## config.mk

```make
export PLATFORM = sky130hd
export DESIGN_NAME = positional_list_engine_unit
export DESIGN_NICKNAME = d
export VERILOG_FILES = /design/src/ple_pkg.sv /design/src/ple_cell.sv /design/src/ple_chain.sv /design/src/positional_list_engine_unit.sv
export SDC_FILE = /design/constraint.sdc
export NUM_CORES = 2
export LEC_CHECK = 0
export ABC_AREA = 1
export BUFFER_PORTS_ARGS = -buffer_cell sky130_fd_sc_hd__buf_2
export CORE_MARGIN = 10
export CORE_UTILIZATION = 45
export DETAILED_ROUTE_END_ITERATION = 16
export HOLD_SLACK_MARGIN = 0.06
export PLACE_DENSITY = 0.67
export SLEW_MARGIN = 20
export SYNTH_ARGS = -nofsm -noshare
export SYNTH_HDL_FRONTEND = slang
export SYNTH_SLANG_ARGS = --single-unit
```

## constraint.sdc

```tcl
create_clock -name clock -period 6 [get_ports clock]
set_input_delay 1.2 -clock clock [delete_from_list [all_inputs] [get_ports clock]]
set_output_delay 1.2 -clock clock [all_outputs]
set_load 0.005 [all_outputs]
```

## src/ple_pkg.sv

```systemverilog
package ple_pkg;

   localparam int DEPTH      = 16;
   localparam int DATA_WIDTH = 32;

   localparam int IDX_W   = $clog2(DEPTH);
   localparam int COUNT_W = $clog2(DEPTH + 1);

   localparam int CMD_W    = 3;
   localparam int POS_W    = 8;
   localparam int VALUE_W  = 32;
   localparam int STATUS_W = 2;
   localparam int ELEM_W   = 32;
   localparam int CNT_FW   = 5;

   localparam int CMP_W = ((POS_W > COUNT_W) ? POS_W : COUNT_W) + 1;

   typedef enum logic [CMD_W-1:0] {
      CMD_INS_FRONT = 3'd0,
      CMD_INS_END   = 3'd1,
      CMD_INS_AT    = 3'd2,
      CMD_DEL_FRONT = 3'd3,
      CMD_DEL_END   = 3'd4,
      CMD_DEL_AT    = 3'd5,
      CMD_DUMP      = 3'd6
   } cmd_type;

   typedef enum logic [STATUS_W-1:0] {
      ST_OK     = 2'd0,
      ST_BADPOS = 2'd1,
      ST_FULL   = 2'd2,
      ST_EMPTY  = 2'd3
   } status_type;

   typedef enum logic [1:0] {
      OP_HOLD,
      OP_INSERT,
      OP_DELETE,
      OP_ROTATE
   } op_type;

   typedef struct packed {
      op_type           op;
      logic [IDX_W-1:0] pos;
      logic [IDX_W-1:0] last;
   } ctl_type;

   typedef struct packed {
      logic [CMD_W-1:0]   command;
      logic [POS_W-1:0]   position;
      logic [VALUE_W-1:0] value;
   } req_type;

   typedef struct packed {
      logic [STATUS_W-1:0] status;
      logic [ELEM_W-1:0]   element;
      logic [CNT_FW-1:0]   element_count;
      logic                last_result;
   } rsp_type;

endpackage

```

## src/ple_cell.sv

```systemverilog
module ple_cell (
   input  logic                           clock,
   input  ple_pkg::ctl_type               ctl,
   input  logic [ple_pkg::IDX_W-1:0]      idx,
   input  logic [ple_pkg::DATA_WIDTH-1:0] left,
   input  logic [ple_pkg::DATA_WIDTH-1:0] right,
   input  logic [ple_pkg::DATA_WIDTH-1:0] head,
   input  logic [ple_pkg::DATA_WIDTH-1:0] new_value,
   output logic [ple_pkg::DATA_WIDTH-1:0] value
);

   logic [ple_pkg::DATA_WIDTH-1:0] value_ff;
   logic [ple_pkg::DATA_WIDTH-1:0] value_in;

   always_comb begin
      value_in = value_ff;
      case (ctl.op)
         ple_pkg::OP_INSERT: begin
            if (idx > ctl.pos) begin
               value_in = left;
            end else if (idx == ctl.pos) begin
               value_in = new_value;
            end
         end
         ple_pkg::OP_DELETE: begin
            if (idx >= ctl.pos) begin
               value_in = right;
            end
         end
         ple_pkg::OP_ROTATE: begin
            if (idx < ctl.last) begin
               value_in = right;
            end else if (idx == ctl.last) begin
               value_in = head;
            end
         end
         default: begin
            value_in = value_ff;
         end
      endcase
   end

   always_ff @(posedge clock) begin
      value_ff <= value_in;
   end

   assign value = value_ff;

endmodule

```

## src/ple_chain.sv

```systemverilog
module ple_chain (
   input  logic                           clock,
   input  ple_pkg::ctl_type               ctl,
   input  logic [ple_pkg::DATA_WIDTH-1:0] new_value,
   output logic [ple_pkg::DATA_WIDTH-1:0] head
);

   logic [ple_pkg::DATA_WIDTH-1:0] cell_value [ple_pkg::DEPTH];

   for (genvar i = 0; i < ple_pkg::DEPTH; i++) begin : g_cell
      logic [ple_pkg::DATA_WIDTH-1:0] left_value;
      logic [ple_pkg::DATA_WIDTH-1:0] right_value;

      if (i == 0) begin : g_first
         assign left_value = '0;
      end else begin : g_inner_left
         assign left_value = cell_value[i-1];
      end

      if (i == ple_pkg::DEPTH - 1) begin : g_last
         assign right_value = cell_value[0];
      end else begin : g_inner_right
         assign right_value = cell_value[i+1];
      end

      ple_cell u_cell (
         .clock     (clock),
         .ctl       (ctl),
         .idx       (ple_pkg::IDX_W'(i)),
         .left      (left_value),
         .right     (right_value),
         .head      (cell_value[0]),
         .new_value (new_value),
         .value     (cell_value[i])
      );
   end

   assign head = cell_value[0];

endmodule

```

## src/positional_list_engine_unit.sv

```systemverilog
// Channel   Ports                        Handshake
// request   start, busy, req_item        taken when start is high and busy is low
// response  rsp_strobe, rsp_item         cannot be held off
//
// Every command except a dump of a non-empty list has a single result; it is on the
// response ports in the cycle after the command is taken.
// A dump of N elements rotates the cell row once per cycle: busy is high while it
// runs, and each of the N results follows in the cycle after its rotation.
// Reset clears the element count and the control state; cell contents stay
// undefined until written. The receiver cannot stall the results.
module positional_list_engine_unit (
   input  logic             clock,
   input  logic             reset,
   input  logic             start,
   output logic             busy,
   input  ple_pkg::req_type req_item,
   output logic             rsp_strobe,
   output ple_pkg::rsp_type rsp_item
);

   typedef enum logic {
      S_IDLE,
      S_DUMP
   } state_type;

   state_type                       state_ff;
   state_type                       state_in;
   logic [ple_pkg::COUNT_W-1:0]     count_ff;
   logic [ple_pkg::COUNT_W-1:0]     count_in;
   logic [ple_pkg::IDX_W-1:0]       dump_idx_ff;
   logic [ple_pkg::IDX_W-1:0]       dump_idx_in;
   logic                            rsp_strobe_ff;
   logic                            rsp_strobe_in;
   ple_pkg::rsp_type                rsp_ff;
   ple_pkg::rsp_type                rsp_in;
   ple_pkg::ctl_type                ctl;
   logic [ple_pkg::DATA_WIDTH-1:0]  head;
   logic                            full;
   logic                            empty;
   logic                            ins_bad;
   logic                            del_bad;
   logic                            dump_last;

   assign full    = (count_ff == ple_pkg::COUNT_W'(ple_pkg::DEPTH));
   assign empty   = (count_ff == '0);
   assign ins_bad = (req_item.position == '0) ||
                    (ple_pkg::CMP_W'(req_item.position) >
                     ple_pkg::CMP_W'(count_ff) + ple_pkg::CMP_W'(1));
   assign del_bad = (req_item.position == '0) ||
                    (ple_pkg::CMP_W'(req_item.position) > ple_pkg::CMP_W'(count_ff));
   assign dump_last = (ple_pkg::COUNT_W'(dump_idx_ff) + ple_pkg::COUNT_W'(1) == count_ff);

   always_comb begin
      state_in      = state_ff;
      count_in      = count_ff;
      dump_idx_in   = dump_idx_ff;
      rsp_strobe_in = 1'b0;
      rsp_in        = rsp_ff;
      ctl.op        = ple_pkg::OP_HOLD;
      ctl.pos       = '0;
      ctl.last      = ple_pkg::IDX_W'(count_ff - ple_pkg::COUNT_W'(1));
      unique case (state_ff)
         S_IDLE: begin
            if (start) begin
               rsp_strobe_in      = 1'b1;
               rsp_in.status      = ple_pkg::ST_OK;
               rsp_in.element     = '0;
               rsp_in.last_result = 1'b1;
               case (req_item.command) inside
                  ple_pkg::CMD_INS_FRONT, ple_pkg::CMD_INS_END, ple_pkg::CMD_INS_AT: begin
                     if (full) begin
                        rsp_in.status = ple_pkg::ST_FULL;
                     end else if (req_item.command == ple_pkg::CMD_INS_AT && ins_bad) begin
                        rsp_in.status = ple_pkg::ST_BADPOS;
                     end else begin
                        ctl.op   = ple_pkg::OP_INSERT;
                        count_in = count_ff + ple_pkg::COUNT_W'(1);
                        if (req_item.command == ple_pkg::CMD_INS_END) begin
                           ctl.pos = ple_pkg::IDX_W'(count_ff);
                        end else if (req_item.command == ple_pkg::CMD_INS_AT) begin
                           ctl.pos = ple_pkg::IDX_W'(req_item.position - ple_pkg::POS_W'(1));
                        end
                     end
                  end
                  ple_pkg::CMD_DEL_FRONT, ple_pkg::CMD_DEL_END, ple_pkg::CMD_DEL_AT: begin
                     if (empty) begin
                        rsp_in.status = ple_pkg::ST_EMPTY;
                     end else if (req_item.command == ple_pkg::CMD_DEL_AT && del_bad) begin
                        rsp_in.status = ple_pkg::ST_BADPOS;
                     end else begin
                        ctl.op   = ple_pkg::OP_DELETE;
                        count_in = count_ff - ple_pkg::COUNT_W'(1);
                        if (req_item.command == ple_pkg::CMD_DEL_END) begin
                           ctl.pos = ple_pkg::IDX_W'(count_ff - ple_pkg::COUNT_W'(1));
                        end else if (req_item.command == ple_pkg::CMD_DEL_AT) begin
                           ctl.pos = ple_pkg::IDX_W'(req_item.position - ple_pkg::POS_W'(1));
                        end
                     end
                  end
                  ple_pkg::CMD_DUMP: begin
                     if (empty) begin
                        rsp_in.status = ple_pkg::ST_EMPTY;
                     end else begin
                        rsp_strobe_in = 1'b0;
                        state_in      = S_DUMP;
                        dump_idx_in   = '0;
                     end
                  end
                  default: begin
                     rsp_in.status = ple_pkg::ST_OK;
                  end
               endcase
               rsp_in.element_count = ple_pkg::CNT_FW'(count_in);
            end
         end
         S_DUMP: begin
            ctl.op               = ple_pkg::OP_ROTATE;
            rsp_strobe_in        = 1'b1;
            rsp_in.status        = ple_pkg::ST_OK;
            rsp_in.element       = ple_pkg::ELEM_W'(head);
            rsp_in.element_count = ple_pkg::CNT_FW'(count_ff);
            rsp_in.last_result   = dump_last;
            if (dump_last) begin
               state_in    = S_IDLE;
               dump_idx_in = '0;
            end else begin
               dump_idx_in = dump_idx_ff + ple_pkg::IDX_W'(1);
            end
         end
         default: begin
            state_in = S_IDLE;
         end
      endcase
   end

   always_ff @(posedge clock) begin
      if (reset) begin
         state_ff      <= S_IDLE;
         count_ff      <= '0;
         dump_idx_ff   <= '0;
         rsp_strobe_ff <= 1'b0;
      end else begin
         state_ff      <= state_in;
         count_ff      <= count_in;
         dump_idx_ff   <= dump_idx_in;
         rsp_strobe_ff <= rsp_strobe_in;
      end
      rsp_ff <= rsp_in;
   end

   ple_chain u_chain (
      .clock     (clock),
      .ctl       (ctl),
      .new_value (ple_pkg::DATA_WIDTH'(req_item.value)),
      .head      (head)
   );

   assign busy       = (state_ff == S_DUMP);
   assign rsp_strobe = rsp_strobe_ff;
   assign rsp_item   = rsp_ff;

   a_busy_nonempty: assert property (@(posedge clock) disable iff (reset)
      busy |-> count_ff != '0)
      else $error("dump in progress on an empty list");

   a_count_bound: assert property (@(posedge clock) disable iff (reset)
      count_ff <= ple_pkg::COUNT_W'(ple_pkg::DEPTH))
      else $error("element count exceeds depth");

   a_dump_continues: assert property (@(posedge clock) disable iff (reset)
      rsp_strobe && !rsp_item.last_result |-> busy)
      else $error("dump result without a following result");

   a_count_stable_dump: assert property (@(posedge clock) disable iff (reset)
      busy |=> $stable(count_ff))
      else $error("element count changed during a dump");

endmodule
```

==> reports/metrics.csv <==
stage;metric;value;unit
run_status;status;completed;
finish;layout_commonest_cell;nand2_1;
global_route;grt_pass1_wl;207;mm
die;core;79100;um2
synthesis;syn-mean-instance-area;7.42;um2
sta;drv_slew;0;
sta;period_share;83.5;%
worst_setup_path;worstPathRequired;6.43;ns
worst_setup_path;start_kind;flop;
sta;slew-limit-headroom;19.4;%
synthesis;synthCells;4854;
sta;rsz0062_at_grt;false;
place;numPortBuffers;87;
die;die_w;303;um
finish;fin_cells;5829;
power;fin_total_pwr;13.9;mW
synthesis;ys_types;44;
place;placed_cell_area;37100;um2
worst_setup_path;worstSetupPathType;reg2reg;
routing;postRouteAntennaNets;0;
cts;cts_tree;done;
synthesis;synth_edf_count;552;
cts;postCtsSetupBuffers;0;
sta;timing.fmax;0.200;GHz
die;start_util;45.5;%
cts;cts_root_buffer;clkbuf_16;
die;num_rows;103;
sta;fin_crit;5.01;ns
synthesis;async_flop_share;0;%
cts;cts_resized;0;
global_route;gr-total-overflow;0;
global_route;grt_pass1_vias;32267;
die;pin_count;88;
cts;cts-hold-fix-buffers;0;
cts;cts.sinks;563;
routing;avgViaCountPerCell;6.15;
global_route;antenna_found_initial;4;
power;p_leak;16.7;nW
sta;tightest_slew;1.21;ns
finish;nets;4788;
synthesis;netlist_area;36000;um2
synthesis;ys_ff_latch;563;
sta;setup-tns-final;0;ns
cts;cts_made_buffers;61;
power;ir_worst_vdd;0.000248;V
finish;drive_gt1_share;7.28;%
worst_setup_path;critPathArrivalTime;5.44;ns
synthesis;synthesis.nets;4917;
finish;final_cell_mix;nand2_1 (1472), edfxtp_1 (552), a21oi_1 (500), nor2_1 (430), inv_1 (392);
routing;drtIter0Drc;6385;
routing;wire_per_inst;24.2;um
cts;path_clk_slew;0.06;ns
routing;vias;35843;
global_route;grt.total_usage;29.5;%
die;fp.dieH;303;um
power;powerDensity;354;nW/um2
worst_setup_path;cp_max_fo;45;
min_path;holdCritPathClass;reg2reg;
worst_setup_path;endpoint_kind;flop;
place;gp_congestion;0.917;
cts;worst_skew_pair.late_latency;0.68;ns
sta;setup_ws;0.991;ns
sta;finalClockSkew;0.0467;ns
flow_run;max-cap-violations;0;
cts;ctsHtreeMaxLevel;2;
place;dp_slack;1.02;ns
routing;firstDrtPassIters;8;
routing;routed_wl;141;mm
synthesis;yosys_most_used_dff;edfxtp_1;
place;dpl.cell_count;5709;
place;dpl.hpwl;85.8;mm
die;die_area;91800;um2
finish;area_growth;8.79;%
global_route;grt_max_degree;182;
sta;hold_viol;0;
synthesis;ys_warn_count;0;
synthesis;ys_seq_area_share;46.6;%
routing;remaining_drc_errors;0;
cts;clockBufferDepth;3;
sta;setup_viol;0;
finish;final_area;39200;um2
-- kinds of logic after synthesis --
kind of cell,share of synthesized area [%]
AO/OA/AOI/OAI,18.4
adder cells (fa/ha/maj),0.590
flip-flops,46.6
buffers and inverters,9.15
XOR/XNOR,0.292
AND/OR/NAND/NOR,25.0
-- per-layer routing --
layer  vias up  wire [um]  GRT usage, %
met5         -          8             0
met4         2       4920          9.42
met2      2916      58800          43.0
met1     16513      54700          41.3
met3       374      22600          8.92
li1      16038          -             -
-- worst paths after layout --
path,from,to,slack [ns],cells past startpoint
worst max-delay path,count_ff[0],u_chain.g_cell[1].u_cell.value[1],0.99,23
worst min register to register,dump_idx_ff[3],dump_idx_ff[3],0.52,2
worst max register to register,count_ff[0],u_chain.g_cell[1].u_cell.value[1],0.99,23
worst min-delay path,dump_idx_ff[3],dump_idx_ff[3],0.52,2
-- state kept, by name, summed over array words and instances (netlist names) --
name                         flops
busy                             1
count_ff                         5
dump_idx_ff                      4
rsp_item                        40
rsp_strobe                       1
u_chain.g_cell.u_cell.value    512
-- synth_stat cells (60+ instances only) --
library cell / n / share of area (%)
nor3_1: 60 / 0.83
a21oi_1: 502 / 7.0
edfxtp_1: 552 / 46
clkbuf_1: 163 / 1.7
nand3_1: 238 / 3.3
o21ai_0: 308 / 4.3
o21ai_1: 209 / 2.9
inv_1: 394 / 4.1
nand2_1: 1477 / 15
nor2_1: 435 / 4.5
buf_2: 121 / 1.7
a32oi_1: 91 / 2.2
-- cell type report --
class | count | area [um2]
clock inverters | 41 | 439
fillers | 7703 | 39900
clock buffers | 74 | 1600
diodes | 2 | 5.00
multi-input cells | 3485 | 16200
flip-flops and latches | 563 | 16800
inverters | 450 | 1710
well taps | 1050 | 1310
repair buffers | 164 | 1110
-- per-stage QoR --
step                      util [%]  hold WS, ns
after global routing          49.5        0.530
after floorplan                  -        0.461
final                         49.6        0.515
after global placement        46.9        0.481
after detailed placement      46.9        0.501
after CTS                     49.5        0.519
-- where the power goes --
group	switching (mW)	leakage, nW	internal, mW
Combinational	2.96	10.3	1.04
Clock	1.71	0.998	2.27
Sequential	0.540	5.37	5.36
-- critical path: stages, from the launching register on --
cell	delay, ns
dfxtp_1	0.54
inv_1	0.28
ha_1	0.48
inv_1	0.16
ha_1	0.33
nand2_1	0.07
nand2_1	0.05
nand2_1	0.05
nand2_1	0.04
nand2_1	0.05
nand2_1	0.04
nand2_1	0.06
nand2_1	0.05
nand2_2	0.15
nand3_1	0.11
nand2_2	0.10
nand2_4	0.28
nand2_4	0.23
buf_4	0.50
nor2_4	0.05
inv_2	0.76
nand2_1	0.15
nand3_1	0.13
nand2_1	0.06
Power figures use the tool's default switching activity.
